--- config.mk ---
export PLATFORM = sky130hd
export DESIGN_NAME = quadrant_keypoint_selector_core_flat
export DESIGN_NICKNAME = d
export VERILOG_FILES = /design/src/design/qks_pkg.sv /design/src/design/qks_offer_if.sv /design/src/design/qks_result_if.sv /design/src/design/qks_cfg_if.sv /design/src/design/qks_front.sv /design/src/design/qks_queue.sv /design/src/design/qks_back.sv /design/src/design/quadrant_keypoint_selector_core.sv /design/src/flat_wrapper.sv
export SDC_FILE = /design/constraint.sdc
export NUM_CORES = 2
export LEC_CHECK = 0
export BUFFER_PORTS_ARGS = -buffer_cell sky130_fd_sc_hd__buf_2
export CAP_MARGIN = 20
export CORE_AREA = 2 2 417 419
export CTS_BUF_LIST = sky130_fd_sc_hd__clkbuf_16
export CTS_CLUSTER_SIZE = 40
export DETAILED_ROUTE_END_ITERATION = 8
export DIE_AREA = 0 0 419 421
export GPL_ROUTABILITY_DRIVEN = 1
export PLACE_DENSITY = 0.61
export SLEW_MARGIN = 25
export SYNTH_ARGS = -nofsm -noshare
export SYNTH_HDL_FRONTEND = slang
export SYNTH_HIERARCHICAL = 1
export SYNTH_SLANG_ARGS = --single-unit
--- constraint.sdc ---
create_clock -name clk -period 17.5 [get_ports clk]
set_input_delay 1.75 -clock clk [delete_from_list [all_inputs] [get_ports clk]]
set_output_delay 1.75 -clock clk [all_outputs]
set_load 0.1 [all_outputs]
--- src/design/qks_pkg.sv ---
// ----------------------------------------------------------------------------
// Quadrant keypoint selector package
// Shared constants, register indexes, quadrant codes, beat types and the
// distance helpers used by the front and back parts of the selector.
// ----------------------------------------------------------------------------
package qks_pkg;

	localparam int CAMERA_COUNT = 4;
	localparam int SLOTS        = 5;
	localparam int TAG_W        = 16;
	localparam int POS_W        = 16;
	localparam int SIZE_W       = 13;
	localparam int CAM_IN_W     = 4;
	localparam int QUAD_W       = 2;
	localparam int AREA_W       = 2 * POS_W;
	localparam int CAM_IDX_W    = (CAMERA_COUNT > 1) ? $clog2(CAMERA_COUNT) : 1;
	localparam int SLOT_IDX_W   = $clog2(SLOTS);
	localparam int CFG_IDX_W    = 8;
	localparam int CFG_DATA_W   = 16;

	// Configuration register indexes.
	localparam logic [CFG_IDX_W-1:0] REG_IMAGE_WIDTH  = CFG_IDX_W'(0);
	localparam logic [CFG_IDX_W-1:0] REG_IMAGE_HEIGHT = CFG_IDX_W'(1);

	localparam logic [SIZE_W-1:0] IMAGE_WIDTH_RST  = SIZE_W'(640);
	localparam logic [SIZE_W-1:0] IMAGE_HEIGHT_RST = SIZE_W'(480);

	// Quadrant codes; right means x >= cx, lower means y >= cy.
	localparam logic [QUAD_W-1:0] QUAD_RIGHT_LOWER = 2'd0;
	localparam logic [QUAD_W-1:0] QUAD_RIGHT_UPPER = 2'd1;
	localparam logic [QUAD_W-1:0] QUAD_LEFT_UPPER  = 2'd2;
	localparam logic [QUAD_W-1:0] QUAD_LEFT_LOWER  = 2'd3;

	// One classified offer as it waits in the queue.
	typedef struct packed {
		logic                 frame_start;
		logic                 bad_camera;
		logic [CAM_IDX_W-1:0] cam;
		logic [QUAD_W-1:0]    quadrant;
		logic [POS_W-1:0]     cheb;
		logic [AREA_W-1:0]    area;
		logic [TAG_W-1:0]     tag;
		logic [POS_W-1:0]     pos_x;
		logic [POS_W-1:0]     pos_y;
	} qks_item_t;

	typedef struct packed {
		logic [TAG_W-1:0] tag;
		logic [POS_W-1:0] pos_x;
		logic [POS_W-1:0] pos_y;
	} qks_slot_t;

	typedef struct packed {
		logic              bad_camera;
		logic              center_taken;
		logic [QUAD_W-1:0] quadrant;
		logic              quadrant_taken;
		logic [SLOTS-1:0]  occupied_mask;
		logic [TAG_W-1:0]  slot0_tag;
		logic [TAG_W-1:0]  slot1_tag;
		logic [TAG_W-1:0]  slot2_tag;
		logic [TAG_W-1:0]  slot3_tag;
		logic [TAG_W-1:0]  slot4_tag;
	} qks_result_t;

	typedef struct packed {
		logic full;
		logic empty;
	} qks_queue_status_t;

	function automatic logic [POS_W-1:0] abs_diff(input logic [POS_W-1:0] a,
		input logic [POS_W-1:0] b);
		return (a >= b) ? (a - b) : (b - a);
	endfunction

	function automatic logic [POS_W-1:0] cheb_dist(input logic [POS_W-1:0] x,
		input logic [POS_W-1:0] y, input logic [POS_W-1:0] cx,
		input logic [POS_W-1:0] cy);
		logic [POS_W-1:0] dx;
		logic [POS_W-1:0] dy;
		dx = abs_diff(x, cx);
		dy = abs_diff(y, cy);
		return (dx > dy) ? dx : dy;
	endfunction

endpackage

--- src/design/qks_offer_if.sv ---
// ----------------------------------------------------------------------------
// Offer channel
// Valid/ready channel carrying one feature offer per beat.
// ----------------------------------------------------------------------------
interface qks_offer_if import qks_pkg::*; ();
	logic                valid;
	logic                ready;
	logic                frame_start;
	logic [CAM_IN_W-1:0] camera_index;
	logic [POS_W-1:0]    pos_x;
	logic [POS_W-1:0]    pos_y;
	logic [TAG_W-1:0]    feature_tag;

	modport source (output valid, frame_start, camera_index, pos_x, pos_y, feature_tag,
		input ready);
	modport sink (input valid, frame_start, camera_index, pos_x, pos_y, feature_tag,
		output ready);
endinterface

--- src/design/qks_result_if.sv ---
// ----------------------------------------------------------------------------
// Result channel
// Valid/ready channel carrying the slot state of one camera per beat.
// ----------------------------------------------------------------------------
interface qks_result_if import qks_pkg::*; ();
	logic              valid;
	logic              ready;
	logic              bad_camera;
	logic              center_taken;
	logic [QUAD_W-1:0] quadrant;
	logic              quadrant_taken;
	logic [SLOTS-1:0]  occupied_mask;
	logic [TAG_W-1:0]  slot0_tag;
	logic [TAG_W-1:0]  slot1_tag;
	logic [TAG_W-1:0]  slot2_tag;
	logic [TAG_W-1:0]  slot3_tag;
	logic [TAG_W-1:0]  slot4_tag;

	modport source (output valid, bad_camera, center_taken, quadrant, quadrant_taken,
		occupied_mask, slot0_tag, slot1_tag, slot2_tag, slot3_tag, slot4_tag,
		input ready);
	modport sink (input valid, bad_camera, center_taken, quadrant, quadrant_taken,
		occupied_mask, slot0_tag, slot1_tag, slot2_tag, slot3_tag, slot4_tag,
		output ready);
endinterface

--- src/design/qks_cfg_if.sv ---
// ----------------------------------------------------------------------------
// Configuration write channel
// Valid/ready channel carrying a register index and write data per beat.
// ----------------------------------------------------------------------------
interface qks_cfg_if import qks_pkg::*; ();
	logic                  valid;
	logic                  ready;
	logic [CFG_IDX_W-1:0]  index;
	logic [CFG_DATA_W-1:0] data;

	modport source (output valid, index, data, input ready);
	modport sink (input valid, index, data, output ready);
endinterface

--- src/design/qks_front.sv ---
// ----------------------------------------------------------------------------
// Selector front end
// Accepts offers, checks the camera number, finds the quadrant and computes
// the Chebyshev distance and the quadrant product against the image centre.
// ----------------------------------------------------------------------------
module qks_front import qks_pkg::*; (
	input  logic             clk,
	input  logic             arst_n,
	qks_offer_if.sink        offer,
	input  logic [POS_W-1:0] cx,
	input  logic [POS_W-1:0] cy,
	output qks_item_t        item,
	output logic             item_valid,
	input  logic             item_ready
);

	logic             v_s1;
	qks_item_t        item_s1;
	logic [POS_W-1:0] dx;
	logic [POS_W-1:0] dy;
	logic             right;
	logic             lower;
	logic [QUAD_W-1:0] quad;

	assign offer.ready = !v_s1 || item_ready;

	always_comb begin
		dx    = abs_diff(offer.pos_x, cx);
		dy    = abs_diff(offer.pos_y, cy);
		right = offer.pos_x >= cx;
		lower = offer.pos_y >= cy;
		if (right) begin
			quad = lower ? QUAD_RIGHT_LOWER : QUAD_RIGHT_UPPER;
		end else begin
			quad = lower ? QUAD_LEFT_LOWER : QUAD_LEFT_UPPER;
		end
	end

	always_ff @(posedge clk or negedge arst_n) begin
		if (!arst_n) begin
			v_s1 <= 1'b0;
		end else if (offer.ready) begin
			v_s1 <= offer.valid;
		end
	end

	always_ff @(posedge clk) begin
		if (offer.valid && offer.ready) begin
			item_s1.frame_start <= offer.frame_start;
			item_s1.bad_camera  <= 32'(offer.camera_index) >= CAMERA_COUNT;
			item_s1.cam         <= CAM_IDX_W'(offer.camera_index);
			item_s1.quadrant    <= quad;
			item_s1.cheb        <= (dx > dy) ? dx : dy;
			item_s1.area        <= AREA_W'(dx) * AREA_W'(dy);
			item_s1.tag         <= offer.feature_tag;
			item_s1.pos_x       <= offer.pos_x;
			item_s1.pos_y       <= offer.pos_y;
		end
	end

	assign item       = item_s1;
	assign item_valid = v_s1;

endmodule

--- src/design/qks_queue.sv ---
// ----------------------------------------------------------------------------
// Selector item queue
// Two-entry queue that decouples the front end from the slot update.
// ----------------------------------------------------------------------------
module qks_queue import qks_pkg::*; (
	input  logic              clk,
	input  logic              arst_n,
	input  qks_item_t         push_data,
	input  logic              push_valid,
	output logic              push_ready,
	output qks_item_t         pop_data,
	output logic              pop_valid,
	input  logic              pop_ready,
	output qks_queue_status_t status
);

	qks_item_t  mem_q [2];
	logic       wr_ptr_q;
	logic       rd_ptr_q;
	logic [1:0] count_q;
	logic       push;
	logic       pop;

	assign status.full  = count_q == 2'd2;
	assign status.empty = count_q == 2'd0;
	assign push_ready   = !status.full;
	assign pop_valid    = !status.empty;
	assign push         = push_valid && push_ready;
	assign pop          = pop_valid && pop_ready;
	assign pop_data     = mem_q[rd_ptr_q];

	always_ff @(posedge clk or negedge arst_n) begin
		if (!arst_n) begin
			wr_ptr_q <= 1'b0;
			rd_ptr_q <= 1'b0;
			count_q  <= 2'd0;
		end else begin
			if (push) begin
				wr_ptr_q <= !wr_ptr_q;
			end
			if (pop) begin
				rd_ptr_q <= !rd_ptr_q;
			end
			if (push && !pop) begin
				count_q <= count_q + 2'd1;
			end else if (pop && !push) begin
				count_q <= count_q - 2'd1;
			end
		end
	end

	always_ff @(posedge clk) begin
		if (push) begin
			mem_q[wr_ptr_q] <= push_data;
		end
	end

endmodule

--- src/design/qks_back.sv ---
// ----------------------------------------------------------------------------
// Selector slot update
// Holds the five slots of every camera, decides whether the offer takes the
// centre slot and its quadrant slot, updates them and registers the result.
// ----------------------------------------------------------------------------
module qks_back import qks_pkg::*; (
	input  logic             clk,
	input  logic             arst_n,
	input  qks_item_t        pop_data,
	input  logic             pop_valid,
	output logic             pop_ready,
	input  logic [POS_W-1:0] cx,
	input  logic [POS_W-1:0] cy,
	qks_result_if.source     result
);

	logic [SLOTS-1:0]      valid_q [CAMERA_COUNT];
	qks_slot_t             slots_q [CAMERA_COUNT][SLOTS];
	logic                  out_v_q;
	qks_result_t           res_q;

	qks_item_t             it;
	logic                  pop;
	logic [SLOT_IDX_W-1:0] qidx;
	logic [SLOTS-1:0]      row_valid;
	qks_slot_t             row [SLOTS];
	qks_slot_t             sel;
	logic [POS_W-1:0]      st_cheb;
	logic [POS_W-1:0]      sdx;
	logic [POS_W-1:0]      sdy;
	logic [AREA_W-1:0]     st_area;
	logic                  ctake;
	logic                  qtake;
	logic [SLOTS-1:0]      new_valid;
	logic [TAG_W-1:0]      tag_out [SLOTS];
	qks_result_t           res_d;

	assign it        = pop_data;
	assign pop_ready = !out_v_q || result.ready;
	assign pop       = pop_valid && pop_ready;
	assign qidx      = SLOT_IDX_W'(it.quadrant) + SLOT_IDX_W'(1);

	always_comb begin
		// A frame start empties every slot before this offer is weighed.
		row_valid = it.frame_start ? '0 : valid_q[it.cam];
		row       = slots_q[it.cam];
		sel       = row[qidx];
		st_cheb   = cheb_dist(row[0].pos_x, row[0].pos_y, cx, cy);
		sdx       = abs_diff(sel.pos_x, cx);
		sdy       = abs_diff(sel.pos_y, cy);
		st_area   = AREA_W'(sdx) * AREA_W'(sdy);
		ctake     = !it.bad_camera && (!row_valid[0] || it.cheb < st_cheb);
		qtake     = !it.bad_camera && (!row_valid[qidx] || it.area > st_area);
		new_valid = row_valid;
		if (ctake) begin
			new_valid[0] = 1'b1;
		end
		if (qtake) begin
			new_valid[qidx] = 1'b1;
		end
		for (int k = 0; k < SLOTS; k++) begin
			if (!new_valid[k] || it.bad_camera) begin
				tag_out[k] = '0;
			end else if ((k == 0 && ctake) || (SLOT_IDX_W'(k) == qidx && qtake)) begin
				tag_out[k] = it.tag;
			end else begin
				tag_out[k] = row[k].tag;
			end
		end
		res_d.bad_camera     = it.bad_camera;
		res_d.center_taken   = ctake;
		res_d.quadrant       = it.bad_camera ? '0 : it.quadrant;
		res_d.quadrant_taken = qtake;
		res_d.occupied_mask  = it.bad_camera ? '0 : new_valid;
		res_d.slot0_tag      = tag_out[0];
		res_d.slot1_tag      = tag_out[1];
		res_d.slot2_tag      = tag_out[2];
		res_d.slot3_tag      = tag_out[3];
		res_d.slot4_tag      = tag_out[4];
	end

	always_ff @(posedge clk or negedge arst_n) begin
		if (!arst_n) begin
			for (int c = 0; c < CAMERA_COUNT; c++) begin
				valid_q[c] <= '0;
			end
			out_v_q <= 1'b0;
		end else begin
			if (pop) begin
				// The offered camera takes its new row; a frame start empties the others.
				for (int c = 0; c < CAMERA_COUNT; c++) begin
					if (!it.bad_camera && CAM_IDX_W'(c) == it.cam) begin
						valid_q[c] <= new_valid;
					end else if (it.frame_start) begin
						valid_q[c] <= '0;
					end
				end
			end
			if (pop_ready) begin
				out_v_q <= pop_valid;
			end
		end
	end

	always_ff @(posedge clk) begin
		if (pop) begin
			res_q <= res_d;
			if (ctake) begin
				slots_q[it.cam][0] <= '{tag: it.tag, pos_x: it.pos_x, pos_y: it.pos_y};
			end
			if (qtake) begin
				slots_q[it.cam][qidx] <= '{tag: it.tag, pos_x: it.pos_x, pos_y: it.pos_y};
			end
		end
	end

	assign result.valid          = out_v_q;
	assign result.bad_camera     = res_q.bad_camera;
	assign result.center_taken   = res_q.center_taken;
	assign result.quadrant       = res_q.quadrant;
	assign result.quadrant_taken = res_q.quadrant_taken;
	assign result.occupied_mask  = res_q.occupied_mask;
	assign result.slot0_tag      = res_q.slot0_tag;
	assign result.slot1_tag      = res_q.slot1_tag;
	assign result.slot2_tag      = res_q.slot2_tag;
	assign result.slot3_tag      = res_q.slot3_tag;
	assign result.slot4_tag      = res_q.slot4_tag;

endmodule

--- src/design/quadrant_keypoint_selector_core.sv ---
// ----------------------------------------------------------------------------
// Quadrant keypoint selector core
// Keeps, per camera, the feature nearest the image centre and the feature
// with the largest quadrant product in each of the four quadrants.
// ----------------------------------------------------------------------------
// Usage:
// Offers arrive on the offer channel, one beat per feature. Every offer
// produces exactly one beat on the result channel, in order, carrying the
// take decisions and the five slot tags of that camera after the update.
// The cfg channel writes image_width (index 0) and image_height (index 1);
// it is always ready and may be written only while the block is idle.
// An accepted offer reaches its result beat through the front end register,
// the two-entry queue and the result register.
// Throughput is one offer per cycle while the receiver takes every beat; the
// slot read, compare and write of a camera row happen in the same cycle, so
// offers for the same camera follow each other back to back.
// When the receiver stalls, the result register holds its beat, the queue
// fills, and offer.ready drops once the front end register is also full.
// Reset empties every slot, flushes the queue and loads 640 by 480.
// ----------------------------------------------------------------------------
module quadrant_keypoint_selector_core import qks_pkg::*; (
	input  logic         clk,
	input  logic         arst_n,
	qks_offer_if.sink    offer,
	qks_result_if.source result,
	qks_cfg_if.sink      cfg
);

	logic [SIZE_W-1:0] width_q;
	logic [SIZE_W-1:0] height_q;
	logic [POS_W-1:0]  cx;
	logic [POS_W-1:0]  cy;

	qks_item_t         front_item;
	logic              front_valid;
	logic              front_ready;
	qks_item_t         back_item;
	logic              back_valid;
	logic              back_ready;
	qks_queue_status_t q_status;

	assign cfg.ready = 1'b1;

	always_ff @(posedge clk or negedge arst_n) begin
		if (!arst_n) begin
			width_q  <= IMAGE_WIDTH_RST;
			height_q <= IMAGE_HEIGHT_RST;
		end else if (cfg.valid && cfg.ready) begin
			if (cfg.index == REG_IMAGE_WIDTH) begin
				width_q <= cfg.data[SIZE_W-1:0];
			end else if (cfg.index == REG_IMAGE_HEIGHT) begin
				height_q <= cfg.data[SIZE_W-1:0];
			end
		end
	end

	// Centre in 1/16 pixel units: floor(size/2) shifted into 12.4 form.
	assign cx = {width_q[SIZE_W-1:1], 4'b0000};
	assign cy = {height_q[SIZE_W-1:1], 4'b0000};

	qks_front u_front (
		.clk        (clk),
		.arst_n     (arst_n),
		.offer      (offer),
		.cx         (cx),
		.cy         (cy),
		.item       (front_item),
		.item_valid (front_valid),
		.item_ready (front_ready)
	);

	qks_queue u_queue (
		.clk        (clk),
		.arst_n     (arst_n),
		.push_data  (front_item),
		.push_valid (front_valid),
		.push_ready (front_ready),
		.pop_data   (back_item),
		.pop_valid  (back_valid),
		.pop_ready  (back_ready),
		.status     (q_status)
	);

	qks_back u_back (
		.clk       (clk),
		.arst_n    (arst_n),
		.pop_data  (back_item),
		.pop_valid (back_valid),
		.pop_ready (back_ready),
		.cx        (cx),
		.cy        (cy),
		.result    (result)
	);

	a_bad_camera_quiet: assert property (@(posedge clk) disable iff (!arst_n)
		result.valid && result.bad_camera |->
		!result.center_taken && !result.quadrant_taken && result.occupied_mask == '0)
		else $error("bad camera beat carries a slot update");

	a_center_filled: assert property (@(posedge clk) disable iff (!arst_n)
		result.valid && !result.bad_camera |-> result.occupied_mask[0])
		else $error("centre slot empty after a good offer");

	a_taken_implies_occupied: assert property (@(posedge clk) disable iff (!arst_n)
		result.valid && result.quadrant_taken |->
		(result.quadrant == QUAD_RIGHT_LOWER && result.occupied_mask[1]) ||
		(result.quadrant == QUAD_RIGHT_UPPER && result.occupied_mask[2]) ||
		(result.quadrant == QUAD_LEFT_UPPER && result.occupied_mask[3]) ||
		(result.quadrant == QUAD_LEFT_LOWER && result.occupied_mask[4]))
		else $error("quadrant slot taken but not marked occupied");

	a_queue_status: assert property (@(posedge clk) disable iff (!arst_n)
		!(q_status.full && q_status.empty))
		else $error("queue reports full and empty at once");

endmodule

--- src/flat_wrapper.sv ---
// flat-port wrapper written by rule: the top's interface ports become plain ports
module quadrant_keypoint_selector_core_flat import qks_pkg::*;
  (clk, arst_n, offer_valid, offer_frame_start, offer_camera_index, offer_pos_x, offer_pos_y, offer_feature_tag, offer_ready, result_valid, result_bad_camera, result_center_taken, result_quadrant, result_quadrant_taken, result_occupied_mask, result_slot0_tag, result_slot1_tag, result_slot2_tag, result_slot3_tag, result_slot4_tag, result_ready, cfg_valid, cfg_index, cfg_data, cfg_ready);
  qks_offer_if offer_i ();
  qks_result_if result_i ();
  qks_cfg_if cfg_i ();
  input  logic clk;
  input  logic arst_n;
  input wire logic [$bits(offer_i.valid)-1:0] offer_valid;
  input wire logic [$bits(offer_i.frame_start)-1:0] offer_frame_start;
  input wire logic [$bits(offer_i.camera_index)-1:0] offer_camera_index;
  input wire logic [$bits(offer_i.pos_x)-1:0] offer_pos_x;
  input wire logic [$bits(offer_i.pos_y)-1:0] offer_pos_y;
  input wire logic [$bits(offer_i.feature_tag)-1:0] offer_feature_tag;
  output wire logic [$bits(offer_i.ready)-1:0] offer_ready;
  output wire logic [$bits(result_i.valid)-1:0] result_valid;
  output wire logic [$bits(result_i.bad_camera)-1:0] result_bad_camera;
  output wire logic [$bits(result_i.center_taken)-1:0] result_center_taken;
  output wire logic [$bits(result_i.quadrant)-1:0] result_quadrant;
  output wire logic [$bits(result_i.quadrant_taken)-1:0] result_quadrant_taken;
  output wire logic [$bits(result_i.occupied_mask)-1:0] result_occupied_mask;
  output wire logic [$bits(result_i.slot0_tag)-1:0] result_slot0_tag;
  output wire logic [$bits(result_i.slot1_tag)-1:0] result_slot1_tag;
  output wire logic [$bits(result_i.slot2_tag)-1:0] result_slot2_tag;
  output wire logic [$bits(result_i.slot3_tag)-1:0] result_slot3_tag;
  output wire logic [$bits(result_i.slot4_tag)-1:0] result_slot4_tag;
  input wire logic [$bits(result_i.ready)-1:0] result_ready;
  input wire logic [$bits(cfg_i.valid)-1:0] cfg_valid;
  input wire logic [$bits(cfg_i.index)-1:0] cfg_index;
  input wire logic [$bits(cfg_i.data)-1:0] cfg_data;
  output wire logic [$bits(cfg_i.ready)-1:0] cfg_ready;
  assign offer_i.valid = offer_valid;
  assign offer_i.frame_start = offer_frame_start;
  assign offer_i.camera_index = offer_camera_index;
  assign offer_i.pos_x = offer_pos_x;
  assign offer_i.pos_y = offer_pos_y;
  assign offer_i.feature_tag = offer_feature_tag;
  assign offer_ready = offer_i.ready;
  assign result_valid = result_i.valid;
  assign result_bad_camera = result_i.bad_camera;
  assign result_center_taken = result_i.center_taken;
  assign result_quadrant = result_i.quadrant;
  assign result_quadrant_taken = result_i.quadrant_taken;
  assign result_occupied_mask = result_i.occupied_mask;
  assign result_slot0_tag = result_i.slot0_tag;
  assign result_slot1_tag = result_i.slot1_tag;
  assign result_slot2_tag = result_i.slot2_tag;
  assign result_slot3_tag = result_i.slot3_tag;
  assign result_slot4_tag = result_i.slot4_tag;
  assign result_i.ready = result_ready;
  assign cfg_i.valid = cfg_valid;
  assign cfg_i.index = cfg_index;
  assign cfg_i.data = cfg_data;
  assign cfg_ready = cfg_i.ready;
  quadrant_keypoint_selector_core u_core (.clk(clk), .arst_n(arst_n), .offer(offer_i), .result(result_i), .cfg(cfg_i));
endmodule
==> run summary <==
Root Driver -> clkbuf_16
Reg clk slew, reported paths -> 0.06 ns
Max cap viols -> 0
Status -> complete, no violations
Mapped Area -> 0.0819 sq mm
Relative slew slack -> 0.284
Initial antenna violation count -> 10
Die Y -> 421 um
RSZ-0062 raised after global routing -> no
Max Fclk -> 60.2 MHz
Worst Setup Start Kind -> register
Post-DR vias/cell -> 5.67
Finish-stage setup viols -> 0
Storage cell area -> 0.0420 sq mm
Total Neg Setup Slack -> 0 ns
Slowest stage delay, CP -> 0.74 ns
Period utilization -> 0.949
Hold-fix buffers, CTS -> 0
Residual DRC -> 0
Per-cell routed wire length -> 24.2 um
Initial Util -> 0.475
Minimum clock period -> 16.62 ns
First drt pass iteration count -> 6
Post-route cell area -> 0.0907 sq mm
Rows -> 153
Overall routing resource usage -> 0.243
Placer Congestion -> 0.932
Fin nets -> 7426
Final wirelength -> 216000 um
Cts repair resizes -> 0
Vias in the first global route -> 49900
Placed insts -> 8621
Final core occ -> 0.526
DR top layer -> met5
Die ar. -> 0.176 sq mm
Max clock buf depth -> 3
Gate Count Post-Synth -> 6219
WL met1 -> 94500 um
Max Slew Vio Count -> 0
Area of the multi-input gates -> 0.0362 sq mm
First-pass GRT wire length -> 319000 um
Die X -> 419 um
Final hold vios -> 0
Initial DRC count -> 4493
Area after DPL -> 0.0859 sq mm
Core box area -> 0.172 sq mm
Pin slew with the least headroom to its limit -> 1.07 ns
Skew-Pair Late Insertion Delay -> 0.80 ns
Clock sinks -> 1406
Via count -> 50500
HPWL Detailed -> 153000 um
Synth-to-Final Area Change -> 10.8%
# fillers -> 14600
Crit path capture type -> register
CTS tree -> built
Antenna viol nets, final -> 0
Met3 routed WL -> 15100 um
Crit-path max FO -> 43
H-tree depth -> 4
Grt total ovfl -> 0
Worst hold path type -> reg2reg
Slowest stage cell on the critical path -> dfrtp_4
Post-CTS setup buffers -> 0
Critical Path AT -> 17.08 ns
Port bufs -> 169
Total number of yosys warnings -> 6
Worst clock skew -> 0.0622 ns
Met2 wire length -> 99100 um
Crit Path Class -> reg2reg
Syn Area/Cell -> 13.2 sq um
Post-Layout Cell Count -> 8898
Share of cells above drive strength 1 -> 0.156
CTS buffer count -> 148
Required @ worst endpoint -> 17.97 ns
# IOs -> 175
Largest net degree at the start of global routing -> 73
-- through the flow --
stage | setup WS, ns | hold WS (ns)
2_1_floorplan | 2.44 | 0.421
3_3_place_gp | 1.02 | 0.422
3_5_place_dp | 0.988 | 0.430
4_1_cts | 0.964 | 0.424
5_1_grt | 0.126 | 0.429
6_report | 0.885 | 0.427
-- routing by layer --
layer  track usage  vias to the layer above
met5             0                        -
met4        0.0810                        4
met3        0.0438                      337
met2         0.375                     1814
met1         0.349                    25700
li1              -                    22600
-- state kept, by name (all words and copies together), names as in the netlist, 16 cells and up --
signal                          cells
u_core/u_back/result.slot4_tag     16
u_core/u_front/item               102
u_core/u_back/result.slot3_tag     16
u_core/u_back/slots_q             960
u_core/u_back/result.slot2_tag     16
u_core/u_back/result.slot1_tag     16
u_core/u_back/valid_q              20
u_core/u_queue/mem_q              204
u_core/u_back/result.slot0_tag     16
-- critical path: cells and delay by family (launching register included) --
kind | cells | cell delay (ns)
buffers and inverters | 9 | 1.65
AO/OA/AOI/OAI | 16 | 5.03
multiplexers | 1 | 0.45
XOR/XNOR | 2 | 0.73
adder cells (fa/ha/maj) | 10 | 4.98
AND/OR/NAND/NOR | 10 | 2.48
flip-flops | 1 | 0.74
-- path summary, 6_finish.rpt --
| path | slack, ns | to | startpoint | cells past startpoint |
|---|---|---|---|---|
| setup / recovery | 0.88 | u_core/u_back/slots_q[1][222] | u_core/u_queue/rd_ptr_q | 48 |
| hold / removal | 0.43 | u_core/u_queue/mem_q[1][98] | u_core/u_front/item[98] | 0 |
| setup reg to reg | 0.88 | u_core/u_back/slots_q[1][222] | u_core/u_queue/rd_ptr_q | 48 |
| hold reg to reg | 0.43 | u_core/u_queue/mem_q[1][98] | u_core/u_front/item[98] | 0 |
| max in group asynchronous | 15.52 | u_core/u_queue/rd_ptr_q | arst_n | 2 |
| min in group asynchronous | 1.16 | u_core/height_q[9] | arst_n | 2 |
-- area by class of cell --
type                    instances  area share
diodes                          5    0.000138
clock buffers                 148      0.0408
clock inverters               123      0.0114
inverters                     754      0.0312
multi-input cells            3843       0.399
flip-flops and latches       1406       0.463
well taps                    2325      0.0321
repair buffers                294      0.0225
-- cell usage in the layout, fill, tap and decap left out, types with 29 or more instances in the layout --
cell type and count:
a211oi_1 29, a21o_1 101, a21oi_1 343, and2_1 36
buf_2 169, buf_4 105, clkbuf_16 148, clkinv_1 40
conb_1 47, dfrtp_1 43, edfxtp_1 1356, fa_1 400
ha_1 496, inv_1 776, mux2_2 151, mux2i_1 129
mux4_2 217, nand2_1 543, nand2b_1 42, nand3_1 72
nand4_1 51, nor2_1 346, nor2b_1 38, nor3_1 46
o21ai_0 163, o21bai_1 35, o22a_1 30, xnor2_1 70
xor2_1 51
Power is not shown: default switching activity piles up to over one toggle a cycle in this logic, so the estimate is an artifact.
